## src/rtl/assert_macros.svh

```systemverilog
// Assertion macros shared by the RTL of the Modbus response receiver.
// No dependencies; included by the files that carry assertions.
`ifndef ASSERT_MACROS_SVH
`define ASSERT_MACROS_SVH

// Concurrent check sampled on the rising edge of clk, off while rst is high.
`define ASSERT_CLK(label, prop, msg) \
  label: assert property (@(posedge clk) disable iff (rst) prop) else $error(msg);

// Same check, also active during reset.
`define ASSERT_CLK_ALWAYS(label, prop, msg) \
  label: assert property (@(posedge clk) prop) else $error(msg);

`endif

```

## src/rtl/mbrx_pkg.sv

```systemverilog
// Package for the Modbus RTU response receiver: field widths, codes,
// register reset values and the CRC-16 byte update. No dependencies.
package mbrx_pkg;

  localparam int ReadDataLenDefault  = 56;
  localparam int WriteDataLenDefault = 4;

  localparam int CfgIndexW = 2;
  localparam int CfgDataW  = 32;
  localparam int InDataW   = 40;
  localparam int OutDataW  = 32;

  // Register indexes
  localparam logic [CfgIndexW-1:0] REG_GAP_TIMEOUT    = 2'd0;
  localparam logic [CfgIndexW-1:0] REG_DEVICE_ADDRESS = 2'd1;
  localparam logic [CfgIndexW-1:0] REG_EXPECTED_COUNT = 2'd2;
  localparam logic [CfgIndexW-1:0] REG_DEVICE_TYPE_OK = 2'd3;

  localparam logic [31:0] GAP_TIMEOUT_RESET    = 32'd10;
  localparam logic [7:0]  DEVICE_ADDRESS_RESET = 8'h01;
  localparam logic [7:0]  EXPECTED_COUNT_RESET = 8'h38;
  localparam logic        DEVICE_TYPE_OK_RESET = 1'b1;

  localparam logic [7:0] CODE_READ  = 8'h03;
  localparam logic [7:0] CODE_WRITE = 8'h06;

  localparam logic [15:0] CRC_INIT = 16'hFFFF;
  localparam logic [15:0] CRC_POLY = 16'hA001;

  typedef enum logic [2:0] {
    ST_READ_OK       = 3'd0,
    ST_WRITE_OK      = 3'd1,
    ST_CRC_ERR       = 3'd2,
    ST_BAD_COUNT     = 3'd3,
    ST_ADDR_MISMATCH = 3'd4
  } status_t;

  typedef struct packed {
    status_t    frame_status;
    logic [7:0] slave_address;
    logic [7:0] function_code;
    logic [7:0] first_data_byte;
  } result_t;

  // Reflected Modbus CRC-16, one byte, bit at a time.
  function automatic logic [15:0] crc_feed(input logic [15:0] crc_in, input logic [7:0] b);
    logic [15:0] c;
    c = crc_in ^ {8'h00, b};
    for (int k = 0; k < 8; k++) begin
      if (c[0]) begin
        c = (c >> 1) ^ CRC_POLY;
      end else begin
        c = c >> 1;
      end
    end
    return c;
  endfunction

endpackage

```

## src/rtl/modbus_rtu_response_receiver.sv

```systemverilog
// Modbus RTU response receiver: frame tracking, CRC-16 check and a two-deep
// result buffer. Depends on mbrx_pkg and assert_macros.svh.
//
// The block takes one received byte per beat, with the tick at which it arrived,
// and can take a beat on every clock cycle while s_tready is high. Each beat is
// handled in the cycle it is accepted: the frame state and running CRC update at
// that edge; a finished frame's result goes to the output register, visible on
// m_tvalid the next cycle, or to the skid entry if the output register holds a
// result not taken. s_tready falls only while both hold results, and rises again
// once the consumer takes a beat. Only the second CRC byte of a frame can produce
// a result, so at most one result per beat. Configuration writes take effect at
// the next edge and are expected only while the block is idle.
module modbus_rtu_response_receiver #(
  parameter int READ_DATA_LEN  = mbrx_pkg::ReadDataLenDefault,
  parameter int WRITE_DATA_LEN = mbrx_pkg::WriteDataLenDefault
) (
  input  logic                           clk,
  input  logic                           rst,
  // config write port
  input  logic                           cfg_we,
  input  logic [mbrx_pkg::CfgIndexW-1:0] cfg_index,
  input  logic [mbrx_pkg::CfgDataW-1:0]  cfg_data,
  // input beats
  input  logic                           s_tvalid,
  output logic                           s_tready,
  input  logic [mbrx_pkg::InDataW-1:0]   s_tdata,  // [7:0] rx_byte, [39:8] arrival_tick
  // result beats
  output logic                           m_tvalid,
  input  logic                           m_tready,
  // [2:0] frame_status, [10:3] slave_address, [18:11] function_code,
  // [26:19] first_data_byte, [31:27] zero
  output logic [mbrx_pkg::OutDataW-1:0]  m_tdata
);
  import mbrx_pkg::*;

`include "assert_macros.svh"

  localparam logic [7:0] READ_TOTAL  = 8'(1 + READ_DATA_LEN);
  localparam logic [7:0] WRITE_TOTAL = 8'(WRITE_DATA_LEN);

  typedef enum logic [2:0] {
    PH_ADDR   = 3'd0,
    PH_CODE   = 3'd1,
    PH_DATA   = 3'd2,
    PH_CRC_LO = 3'd3,
    PH_CRC_HI = 3'd4
  } phase_t;

  // configuration
  logic [31:0] gap_timeout;
  logic [7:0]  device_address;
  logic [7:0]  expected_byte_count;
  logic        device_type_ok;

  // frame state
  phase_t      phase, phase_next;
  logic [7:0]  bytes_left, bytes_left_next;
  logic [15:0] running_crc, running_crc_next;
  logic [7:0]  crc_first_byte, crc_first_byte_next;
  logic [31:0] last_tick, last_tick_next;
  logic [7:0]  frame_address, frame_address_next;
  logic [7:0]  frame_code, frame_code_next;
  logic [7:0]  frame_first_data, frame_first_data_next;

  // result buffer
  logic        out_valid, skid_valid;
  result_t     out_res, skid_res;

  logic        accept, pop, push;
  logic [7:0]  rx_byte;
  logic [31:0] arrival_tick;
  logic [31:0] tick_delta;
  logic        gap;
  phase_t      cur_phase;
  logic [15:0] crc_upd;
  logic [7:0]  bytes_dec;
  logic [7:0]  data_total;
  result_t     new_res;
  logic        out_code_ok;
  logic        skid_stall;

  assign rx_byte      = s_tdata[7:0];
  assign arrival_tick = s_tdata[39:8];
  assign s_tready     = !skid_valid;
  assign accept       = s_tvalid && s_tready;
  assign m_tvalid     = out_valid;
  assign pop          = out_valid && m_tready;
  assign m_tdata      = {5'd0, out_res.first_data_byte, out_res.function_code,
                         out_res.slave_address, out_res.frame_status};

  assign tick_delta = arrival_tick - last_tick;
  assign gap        = tick_delta > gap_timeout;
  assign cur_phase  = gap ? PH_ADDR : phase;
  assign data_total = (frame_code == CODE_READ) ? READ_TOTAL : WRITE_TOTAL;
  assign bytes_dec  = (bytes_left != 8'd0) ? bytes_left - 8'd1 : bytes_left;
  // the address byte restarts the CRC
  assign crc_upd    = crc_feed((cur_phase == PH_ADDR) ? CRC_INIT : running_crc, rx_byte);

  always_comb begin
    phase_next            = phase;
    bytes_left_next       = bytes_left;
    running_crc_next      = running_crc;
    crc_first_byte_next   = crc_first_byte;
    last_tick_next        = last_tick;
    frame_address_next    = frame_address;
    frame_code_next       = frame_code;
    frame_first_data_next = frame_first_data;
    push                  = 1'b0;
    new_res.frame_status  = ST_CRC_ERR;
    if (accept) begin
      phase_next = cur_phase;
      unique case (cur_phase)
        PH_ADDR: begin
          // skip broadcast address
          if (rx_byte != 8'd0) begin
            frame_address_next = rx_byte;
            running_crc_next   = crc_upd;
            last_tick_next     = arrival_tick;
            phase_next         = PH_CODE;
          end
        end
        PH_CODE: begin
          if (rx_byte == CODE_READ || rx_byte == CODE_WRITE) begin
            frame_code_next  = rx_byte;
            running_crc_next = crc_upd;
            bytes_left_next  = (rx_byte == CODE_READ) ? READ_TOTAL : WRITE_TOTAL;
            last_tick_next   = arrival_tick;
            phase_next       = PH_DATA;
          end
        end
        PH_DATA: begin
          if (bytes_left == data_total) begin
            frame_first_data_next = rx_byte;
          end
          running_crc_next = crc_upd;
          last_tick_next   = arrival_tick;
          bytes_left_next  = bytes_dec;
          if (bytes_dec == 8'd0) begin
            phase_next = PH_CRC_LO;
          end
        end
        PH_CRC_LO: begin
          crc_first_byte_next = rx_byte;
          last_tick_next      = arrival_tick;
          phase_next          = PH_CRC_HI;
        end
        PH_CRC_HI: begin
          last_tick_next = arrival_tick;
          phase_next     = PH_ADDR;
          if (crc_first_byte != running_crc[7:0] || rx_byte != running_crc[15:8]) begin
            new_res.frame_status = ST_CRC_ERR;
            push                 = 1'b1;
          end else if (frame_code == CODE_READ) begin
            // no report for reads unless the device type takes them
            new_res.frame_status = (frame_first_data == expected_byte_count) ?
                                   ST_READ_OK : ST_BAD_COUNT;
            push                 = device_type_ok;
          end else begin
            new_res.frame_status = (frame_address == device_address) ?
                                   ST_WRITE_OK : ST_ADDR_MISMATCH;
            push                 = 1'b1;
          end
        end
        default: begin
          phase_next = PH_ADDR;
        end
      endcase
    end
    new_res.slave_address   = frame_address;
    new_res.function_code   = frame_code;
    new_res.first_data_byte = frame_first_data;
  end

  always_ff @(posedge clk) begin
    if (rst) begin
      gap_timeout         <= GAP_TIMEOUT_RESET;
      device_address      <= DEVICE_ADDRESS_RESET;
      expected_byte_count <= EXPECTED_COUNT_RESET;
      device_type_ok      <= DEVICE_TYPE_OK_RESET;
    end else if (cfg_we) begin
      unique case (cfg_index)
        REG_GAP_TIMEOUT:    gap_timeout         <= cfg_data;
        REG_DEVICE_ADDRESS: device_address      <= cfg_data[7:0];
        REG_EXPECTED_COUNT: expected_byte_count <= cfg_data[7:0];
        REG_DEVICE_TYPE_OK: device_type_ok      <= cfg_data[0];
        default: ;
      endcase
    end
  end

  always_ff @(posedge clk) begin
    if (rst) begin
      phase            <= PH_ADDR;
      bytes_left       <= 8'd0;
      running_crc      <= CRC_INIT;
      crc_first_byte   <= 8'd0;
      last_tick        <= 32'd0;
      frame_address    <= 8'd0;
      frame_code       <= 8'd0;
      frame_first_data <= 8'd0;
    end else begin
      phase            <= phase_next;
      bytes_left       <= bytes_left_next;
      running_crc      <= running_crc_next;
      crc_first_byte   <= crc_first_byte_next;
      last_tick        <= last_tick_next;
      frame_address    <= frame_address_next;
      frame_code       <= frame_code_next;
      frame_first_data <= frame_first_data_next;
    end
  end

  // output register plus one skid entry
  always_ff @(posedge clk) begin
    if (rst) begin
      out_valid  <= 1'b0;
      skid_valid <= 1'b0;
    end else if (skid_valid) begin
      if (pop) begin
        out_res    <= skid_res;
        skid_valid <= 1'b0;
      end
    end else if (out_valid) begin
      if (pop && push) begin
        out_res <= new_res;
      end else if (pop) begin
        out_valid <= 1'b0;
      end else if (push) begin
        skid_res   <= new_res;
        skid_valid <= 1'b1;
      end
    end else if (push) begin
      out_res   <= new_res;
      out_valid <= 1'b1;
    end
  end

  assign out_code_ok = (out_res.function_code == CODE_READ) ||
                       (out_res.function_code == CODE_WRITE);
  assign skid_stall  = skid_valid && !m_tready;

  `ASSERT_CLK_ALWAYS(a_skid_behind_out, skid_valid |-> out_valid, "skid entry without output")
  `ASSERT_CLK(a_push_ends_frame, push |=> phase == PH_ADDR, "frame not closed after result")
  `ASSERT_CLK(a_result_code, m_tvalid |-> out_code_ok, "result with unknown function code")
  `ASSERT_CLK(a_full_holds, skid_stall |=> (skid_valid && $stable(skid_res)), "queued result lost")

endmodule

```

## config.mk

```make
export PLATFORM = sky130hd
export DESIGN_NAME = modbus_rtu_response_receiver
export DESIGN_NICKNAME = d
export VERILOG_FILES = /design/src/rtl/mbrx_pkg.sv /design/src/rtl/modbus_rtu_response_receiver.sv
export VERILOG_INCLUDE_DIRS = /design/src /design/src/rtl
export SDC_FILE = /design/constraint.sdc
export NUM_CORES = 1
export LEC_CHECK = 0
export BUFFER_PORTS_ARGS = -buffer_cell sky130_fd_sc_hd__buf_2
export CORE_ASPECT_RATIO = 1.1
export CORE_MARGIN = 4
export CORE_UTILIZATION = 64
export CTS_CLUSTER_DIAMETER = 120
export CTS_CLUSTER_SIZE = 30
export DETAILED_ROUTE_END_ITERATION = 10
export PLACE_DENSITY = 0.86
export SLEW_MARGIN = 30
export SYNTH_ARGS = -nofsm -noshare
export SYNTH_HDL_FRONTEND = slang
export SYNTH_SLANG_ARGS = --single-unit
```

## constraint.sdc

```tcl
create_clock -name clk -period 17.1 [get_ports clk]
set_input_delay 1.71 -clock clk [delete_from_list [all_inputs] [get_ports clk]]
set_output_delay 1.71 -clock clk [all_outputs]
set_load 0.01 [all_outputs]
```

==> After elaboration in Yosys (flattened, before gate mapping) <==
Index checks and enable logic that the tools add are counted.
{ "classes": {"n_lt_le_gt_ge": 1, "n_addsub": 2, "bitwise": 13, "mux": 48, "n_eq_ne": 19, "reduce_logical": 29} }
{ "op_table": {"columns": ["operator", "n"], "rows": [
  ["2-to-1 mux 16 bit", 11],
  ["2-to-1 mux 27 bit", 5],
  ["one-hot mux 32 bit (3 select lines)", 1],
  ["2-to-1 mux 32 bit", 2],
  ["one-hot mux 16 bit (3 select lines)", 1],
  ["greater-than comparator 32 bit", 1],
  ["subtractor 32 bit", 1],
  ["2-to-1 mux 3 bit", 9],
  ["NOT 2 -> 3 bit", 8],
  ["== test 8 x 2 -> 1 bit, second input constant", 2],
  ["== test 8 bit", 2],
  ["2-to-1 mux 8 bit", 2],
  ["!= test 8 bit", 2],
  ["one-hot mux 8 bit (2 select lines)", 1],
  ["nonzero test 8 bit", 2],
  ["XOR 16 x 8 -> 16 bit", 1],
  ["2-to-1 mux 1 bit", 12],
  ["2-to-1 mux 6 bit", 2],
  ["one-hot mux 3 bit (4 select lines)", 1],
  ["AND reduction 3 bit", 4],
  ["AND reduction 4 bit", 3],
  ["AND reduction 2 bit", 5],
  ["nonzero test 3 bit", 3],
  ["== test 8 x 3 -> 1 bit, second input constant", 1],
  ["other kinds (21)", 30]
]} }
{ "totals": {"out_inout_bits": 34, "elab_cells": 134, "input_bits": 79, "register_bits": 196} }

==> Logic depth before layout (Yosys ltp) <==
Gate-level depths: netlist (run 1).
{ "logic_depth": {"word_depth": 24, "ltp_mapped": 23, "ltp_nobuf": 21} }

==> Worst setup path before layout (run 1) <==
Ideal clock, no wire load.
{ "synth_timing": {"kind": "input port to flip-flop", "startpoint": "input s_tdata[8] in the netlist's numbering", "endpoint": "register skid_res[0] in the netlist's numbering (enable)", "t_arrival_ns": 8.213, "slack_ns": 8.405, "cell_stages": 20, "path_cell_list": "inv_1 ha_1 inv_1 fa_1 a21o_1 and4_1 o21ai_0 a311oi_1 nor3_1 nor3_1 o41ai_1 xnor2_1 ha_1 nand4_2 nor4_4 and4_4 a311o_1 nand2_1 or3_1 nor4_1"} }
{ "synth_between": {"elab_chain_cells": 9} }
{ "synth_lines": {"columns": ["element", "line", "rtl"], "rows": [
  ["start, declared", "modbus_rtu_response_receiver.sv:26", "input logic [mbrx_pkg::InDataW-1:0] s_tdata,"],
  ["subtractor 32 bit (*)", "modbus_rtu_response_receiver.sv:91", "assign tick_delta = arrival_tick - last_tick;"],
  ["greater-than comparator 32 bit (*)", "modbus_rtu_response_receiver.sv:92", "assign gap = tick_delta > gap_timeout;"],
  ["2-to-1 mux 3 bit (*)", "modbus_rtu_response_receiver.sv:93", "assign cur_phase = gap ? PH_ADDR : phase;"],
  ["== test 3 bit (*)", "modbus_rtu_response_receiver.sv:112", "unique case (cur_phase)"],
  ["2-to-1 mux 1 bit (*)", "modbus_rtu_response_receiver.sv:112", null],
  ["2-to-1 mux 1 bit (*)", "modbus_rtu_response_receiver.sv:110", "if (accept) begin"],
  ["logical AND 1 bit", "modbus_rtu_response_receiver.sv:224", "if (pop && push) begin"],
  ["NOT 1 bit (no source line)", null, null],
  ["AND reduction 6 bit (no source line) (*)", null, null],
  ["end signal, assigned", "modbus_rtu_response_receiver.sv:229", "skid_res <= new_res;"],
  ["end, declared", "modbus_rtu_response_receiver.sv:67", "result_t out_res, skid_res;"]
]} }
Every way passes the cells marked *; elsewhere a longest branch is shown, timed or not.
A chain may end at the register's enable or synchronous reset.

==> Worst setup path in the final report (run 1) <==
{ "layout_timing": {"startpoint": "input s_tdata[8] in the netlist's numbering", "endpoint": "register out_res (netlist bit m_tdata[9]) (enable)"} }
{ "layout_between": {"elab_chain_cells": 9} }
{ "layout_lines": {"columns": ["element", "line", "rtl"], "rows": [
  ["subtractor 32 bit (*)", "modbus_rtu_response_receiver.sv:91", null],
  ["greater-than comparator 32 bit (*)", "modbus_rtu_response_receiver.sv:92", null],
  ["2-to-1 mux 3 bit (*)", "modbus_rtu_response_receiver.sv:93", null],
  ["== test 3 bit (*)", "modbus_rtu_response_receiver.sv:112", null],
  ["2-to-1 mux 1 bit (*)", "modbus_rtu_response_receiver.sv:112", null],
  ["2-to-1 mux 1 bit (*)", "modbus_rtu_response_receiver.sv:110", null],
  ["logical AND 1 bit", "modbus_rtu_response_receiver.sv:224", null],
  ["!= test 3 x 1 -> 1 bit (no source line)", null, null],
  ["AND reduction 4 bit (no source line) (*)", null, null],
  ["end signal, assigned", "modbus_rtu_response_receiver.sv:220", "out_res <= skid_res;"],
  ["end signal, assigned", "modbus_rtu_response_receiver.sv:225", "out_res <= new_res;"],
  ["end signal, assigned", "modbus_rtu_response_receiver.sv:233", "out_res <= new_res;"],
  ["end, declared", "modbus_rtu_response_receiver.sv:67", null]
]} }
Marks and branches as above.

==> impl_metrics.ini, run 1 <==
[clock_tree]
cts_hold_buffers = 0
cts.path.max_buffers = 2
htreeDepth = 4
cts_resized = 0
post_cts_buffers = 0
clock_latency_ns = 0.46
numClockSinks = 196
cts-root-buf = clkbuf_16
cts_tree = yes
numCtsBuffers = 17
clk_pin_slew_ns = 0.08

[detailed_routing]
wl_met2_microns = 12500
drt_iter0_markers = 646
wl_per_cell_microns = 16.9
highest_layer = met4
drc_errors = 0
drtPass1Iterations = 6
viasPerCell = 5.96
wl_met1_microns = 10600
vias = 8856
wl_met3_microns = 1290
finalWirelength_microns = 25200
antenna_left = 0

[logic_synthesis]
synthCells = 1191
ys_ff_latch = 196
syn_area_sq_um = 10900
synthDistinctLibCells = 69
ys.flop_type = dfxtp_1
yosysWarnings = 0
yosysSeqAreaShare_pct = 41.1
async_flop_share_pct = 0
avgSynthCellArea_sq_um = 9.12
synth_edf_count = 54

[timing]
fin_tns_setup_ns = 0
worst_pin_slew_ns = 0.914
fin_crit_ns = 7.18
fmax_mhz = 139
setup_slack_ns = 9.92
rsz0062_at_grt = false
drv_slew = 0
finalCritPeriodShare_pct = 42.0
setup_viol = 0
worst_clock_skew_ns = 0.0204
slew_headroom_pct = 38.6
finalHoldViolations = 0

[global_route]
grt_usage_pct = 26.5
grt_pass1_vias = 8644
grt_antenna_before_repair = 0
grt_pass1_wl_microns = 41500
grt_max_degree = 85
overflow = 0

[layout]
layout_commonest_cell = dfxtp_1
fill_cells = 1137
diodes = 0
design_area_sq_um = 12100
fin_cells = 1487
syn_to_final_growth_pct = 11.7
final_cell_mix = 142 x dfxtp_1, 129 x nand2_1, 110 x nor2_1
nets = 1415
drive_gt1_share_pct = 15.0

[worst_setup_path]
critPathKind = primary input to flip-flop
worstPathArrival_ns = 7.34
endpoint_kind = flip-flop
path_max_fanout = 16
cp-start-kind = primary input
required_ns = 17.26

[placed_design]
post-place-ws_ns = 9.41
placed_area_sq_um = 11500
dpl.cell_count = 1455
gp_routability_congestion = 0.945
dp_hpwl_microns = 18300
numPortBuffers = 107

[floorplanning]
dieWidth_microns = 132
die_y_microns = 145
start_util_pct = 65.9
core_area_sq_um = 16500
placementRows = 49
ios = 113
dieArea_sq_um = 19100

[power]
power.leakage_nw = 5.07
p_seq_share_pct = 42.8
p_per_area_nw_per_um2 = 97.5
ir_worst_vdd_v = 0.0000810
pwr-share-comb_pct = 22.4
p_int_uw = 805
switching_share_pct = 31.9
p_switching_uw = 377
pwr-share-clk_pct = 34.8
finalPower_mw = 1.18

[outcome]
status = finished, final reports clean

[min_path]
holdCritPathClass = flip-flop to flip-flop

[job]
cap_violations = 0
## registers in the layout (all words and copies together), names as in the netlist, 16 cells and up
| signal | count |
|---|---|
| gap_timeout | 32 |
| last_tick | 32 |
| m_tdata | 27 |
| skid_res | 27 |
| running_crc | 16 |
## worst paths after layout
path	startpoint	endpoint	slack, ns	cells past startpoint
worst max-delay path	s_tdata[8]	m_tdata[9]	9.92	22
worst min-delay path	gap_timeout[13]	gap_timeout[13]	0.46	2
worst max register to register	last_tick[0]	m_tdata[9]	10.99	20
worst min register to register	gap_timeout[13]	gap_timeout[13]	0.46	2
## layout make-up
cell class,count,area [sq um],share of cell area (%)
multi-input combinational,860,5910,48.7
sequential,196,4460,36.8
timing repair buffer,112,579,4.78
clock buffer,17,425,3.51
inverter,83,312,2.57
tap,204,255,2.10
clock inverter,15,190,1.57
## per-layer routing
metal  global-route usage (%)  vias to the layer above
met3                     4.18                       74
met4                     11.6                        0
met1                     32.0                     4168
li1                         -                     4297
met5                        0                        -
met2                     47.5                      317
## power groups by stage
stage | Sequential, mW | Clock, mW | Combinational [mW]
3_3_place_gp | 0.515 | 0 | 0.249
3_5_place_dp | 0.516 | 0 | 0.258
5_1_grt | 0.508 | 0.433 | 0.295
2_1_floorplan | 0.511 | 0 | 0.203
4_1_cts | 0.505 | 0.414 | 0.262
6_report | 0.506 | 0.412 | 0.265
## synthesized netlist by cell type (14+ instances only)
cell type / number / area (sq um)
dfxtp_1: 142 / 2840
nand2_1: 129 / 484
nor2_1: 110 / 413
inv_1: 83 / 312
a21oi_1: 81 / 405
mux2i_1: 69 / 691
ha_1: 65 / 813
edfxtp_1: 54 / 1620
xnor2_1: 50 / 438
xor2_1: 49 / 429
clkbuf_1: 43 / 161
a21o_1: 32 / 240
nand3_1: 32 / 160
o21ai_0: 28 / 140
mux2_2: 24 / 270
nor3_1: 20 / 100
nor4_1: 18 / 113
o211ai_1: 16 / 120
nand2b_1: 14 / 87.6
## worst max-delay path, stage by stage
cell and delay [ns]:
buf_2 0.11, inv_1 0.06, ha_1 0.16, inv_1 0.05, fa_1 0.41, a21o_1 0.19, and4_1 0.21, o21ai_0 0.38
a311oi_1 0.23, nor3_1 0.39, nor3_1 0.15, o41ai_1 0.41, xnor2_1 0.12, ha_1 0.31, nand4_2 0.16, nor4_4 0.33
and4_4 0.30, a311o_1 0.18, nand2_1 0.11, or3_1 0.49, a221oi_4 0.61, buf_6 0.27
## through the flow
stage	util [%]	hold slack [ns]
after floorplan	-	0.436
after global placement	69.7	0.442
after detailed placement	69.7	0.447
after CTS	73.5	0.458
after global routing	73.6	0.478
final	73.6	0.458
## cells by family after synthesis
family | Yosys count | synth area share [%]
xor+xnor | 99 | 7.98
compound gates | 208 | 12.4
buf+inv | 139 | 5.09
simple gates | 389 | 16.8
flops | 196 | 41.1
fa+ha+maj | 66 | 7.67
other cells | 1 | 0.0345
mux | 93 | 8.85
Note: power is estimated with default switching activity, not from simulation.
==> run 2: changes to the inputs <==
--- a/config.mk
+++ b/config.mk
@@ -9,11 +9,11 @@
 export BUFFER_PORTS_ARGS = -buffer_cell sky130_fd_sc_hd__buf_2
 export CORE_ASPECT_RATIO = 1.1
 export CORE_MARGIN = 4
-export CORE_UTILIZATION = 64
+export CORE_UTILIZATION = 54
 export CTS_CLUSTER_DIAMETER = 120
 export CTS_CLUSTER_SIZE = 30
 export DETAILED_ROUTE_END_ITERATION = 10
-export PLACE_DENSITY = 0.86
+export PLACE_DENSITY = 0.77
 export SLEW_MARGIN = 30
 export SYNTH_ARGS = -nofsm -noshare
 export SYNTH_HDL_FRONTEND = slang
==> constraint.sdc (replaced) <==
create_clock -name clk -period 6.1 [get_ports clk]
set_input_delay 0.61 -clock clk [delete_from_list [all_inputs] [get_ports clk]]
set_output_delay 0.61 -clock clk [all_outputs]
set_load 0.01 [all_outputs]
==> run 2 against run 1 <==
Against the previous run: clock-buffer cell count is the same; total power rose to 2.9 times the previous value; setup slack worse by 9.4 ns; via count fell by 1.3%; flip-flop and latch count did not move; first-iteration DRC count down 6.0%; critical endpoint is now running_crc[1]; clock skew is 0.0060 ns lower; register-to-register slack got worse by 10 ns; largest cell class unchanged.
==> impl_metrics.ini, run 2 (same netlist as run 1, synthesis figures left out) <==
[clock_tree]
clk_pin_slew_ns = 0.08
cts_resized = 0
numClockSinks = 196
clock_latency_ns = 0.45
cts.path.max_buffers = 2
htreeDepth = 4
cts_tree = yes
cts-root-buf = clkbuf_16
post_cts_buffers = 0
cts_hold_buffers = 0
numCtsBuffers = 17

[min_path]
holdCritPathClass = primary input to flip-flop
hold_start = cfg_data[19]

[detailed_routing]
finalWirelength_microns = 25200
viasPerCell = 5.65
antenna_left = 0
vias = 8738
drc_errors = 0
drtPass1Iterations = 6
wl_per_cell_microns = 16.3
drt_iter0_markers = 607

[global_route]
grt_pass1_vias = 8478
grt_antenna_before_repair = 1
grt_usage_pct = 23.0
grt_max_degree = 82
overflow = 0
grt_pass1_wl_microns = 41800

[worst_setup_path]
path_delay_family = simple AND/OR/NAND/NOR gates
endpoint_kind = flip-flop
required_ns = 6.44
cp-start-kind = flip-flop
startpoint = last_tick[0]
crit_path_top_delay_cell = a221o_1
path_buf_inv = 2
reg2reg_from = last_tick[0]
path_cells = ha_1 > inv_1 > fa_1 > a21o_1 > and4_1 > o21ai_0 > buf_4 > a311oi_1 > nor3_1 > nor3_1 > o41ai_1 > xnor2_1 > ha_1 > nand4_2 > nor4_4 > and4_4 > a21oi_2 > or3_4 > a221o_1 > or3_1 > a21o_1
critPathKind = flip-flop to flip-flop
worstPathArrival_ns = 5.94
path_max_fanout = 16
crit_path_max_incr_delay_ns = 0.53

[layout]
final_cell_mix = 142 x dfxtp_1, 129 x nand2_1, 110 x nor2_1
syn_to_final_growth_pct = 13.5
reg_top3 = gap_timeout (32), last_tick (32)
final_core_util_pct = 62.2
layout_commonest_cell = dfxtp_1
drive_gt1_share_pct = 15.5
nets = 1424
fill_cells = 1669

[outcome]
status = finished, final reports clean

[timing]
fin_tns_setup_ns = 0
fin_crit_ns = 5.60
drv_slew = 0
finalHoldViolations = 0
fmax_mhz = 178
setup_viol = 0
finalCritPeriodShare_pct = 91.8
rsz0062_at_grt = false
timing.hold.ws_ns = 0.392
worst_clock_skew_ns = 0.0144
slew_headroom_pct = 45.2
worst_pin_slew_ns = 0.822

[placed_design]
dp_hpwl_microns = 18700
gp_routability_congestion = 0.953
numPortBuffers = 107

[floorplanning]
ios = 113
core_area_sq_um = 19800
die_y_microns = 157
placementRows = 54
dieWidth_microns = 143
start_util_pct = 54.9
dieArea_sq_um = 22400

[power]
ir_worst_vdd_v = 0.000220
p_per_area_nw_per_um2 = 274
power.leakage_nw = 5.14

[job]
cap_violations = 0
[run 2: cell types whose count changed in the layout (fill, tap and decap cells not counted), sizes merged]
cell    change
buf         +9
clkinv      -1
inv         +1
diode       +2
[run 2: worst paths after layout]
| check | endpoint | slack, ns | cells after the start |
|---|---|---|---|
| worst min-delay path | gap_timeout[19] | 0.39 | 3 |
| worst max-delay path | running_crc[1] | 0.50 | 21 |
| worst max register to register | running_crc[1] | 0.50 | 21 |
| worst min register to register | gap_timeout[14] | 0.46 | 2 |
[run 2: power breakdown]
group          switching (mW)  internal [mW]  total (mW)  leakage, nW
registers              0.0395           1.38        1.42         1.70
logic                   0.428          0.322       0.750         3.12
clock network           0.628          0.586        1.21        0.313
total                    1.10           2.29        3.38         5.14
[run 2: per-layer routing]
layer | vias to the layer above | share of wire (%) | track usage (%)
met2 | 257 | 49 | 38.8
li1 | 4314 | - | -
met1 | 4110 | 44 | 30.1
met5 | - | 0 | 0
met4 | 0 | 2.7 | 8.70
met3 | 57 | 4.9 | 3.12
[run 2: cell type report]
cell class | count | area [sq um] | share of cell area, %
inverters | 83 | 312 | 2.53
well taps | 252 | 315 | 2.56
clock inverters | 15 | 224 | 1.82
clock buffers | 17 | 425 | 3.45
diodes | 2 | 5.00 | 0.0406
flip-flops and latches | 196 | 4460 | 36.2
multi-input cells | 860 | 5900 | 47.9
repair buffers | 121 | 681 | 5.52
[run 2: per-stage QoR]
step | setup WS (ns) | total power, mW | cell area [sq um] | cells
3_5_place_dp | 0.0831 | 2.19 | 11700 | 1512
6_report | 0.498 | 3.38 | 12300 | 1546
3_3_place_gp | 0.248 | 2.17 | 11700 | 1512
5_1_grt | 0.0354 | 3.55 | 12300 | 1545
2_1_floorplan | 0.218 | 2.00 | 10900 | 1195
4_1_cts | 0.494 | 3.39 | 12300 | 1544
[run 2: worst reg2reg max path, cell delays in order (launching register included)]
cell and delay, ns:
dfxtp_1 0.34, ha_1 0.16, inv_1 0.05, fa_1 0.40, a21o_1 0.19, and4_1 0.20, o21ai_0 0.14, buf_4 0.15
a311oi_1 0.14, nor3_1 0.38, nor3_1 0.15, o41ai_1 0.33, xnor2_1 0.11, ha_1 0.29, nand4_2 0.17, nor4_4 0.36
and4_4 0.32, a21oi_2 0.08, or3_4 0.45, a221o_1 0.53, or3_1 0.37, a21o_1 0.18
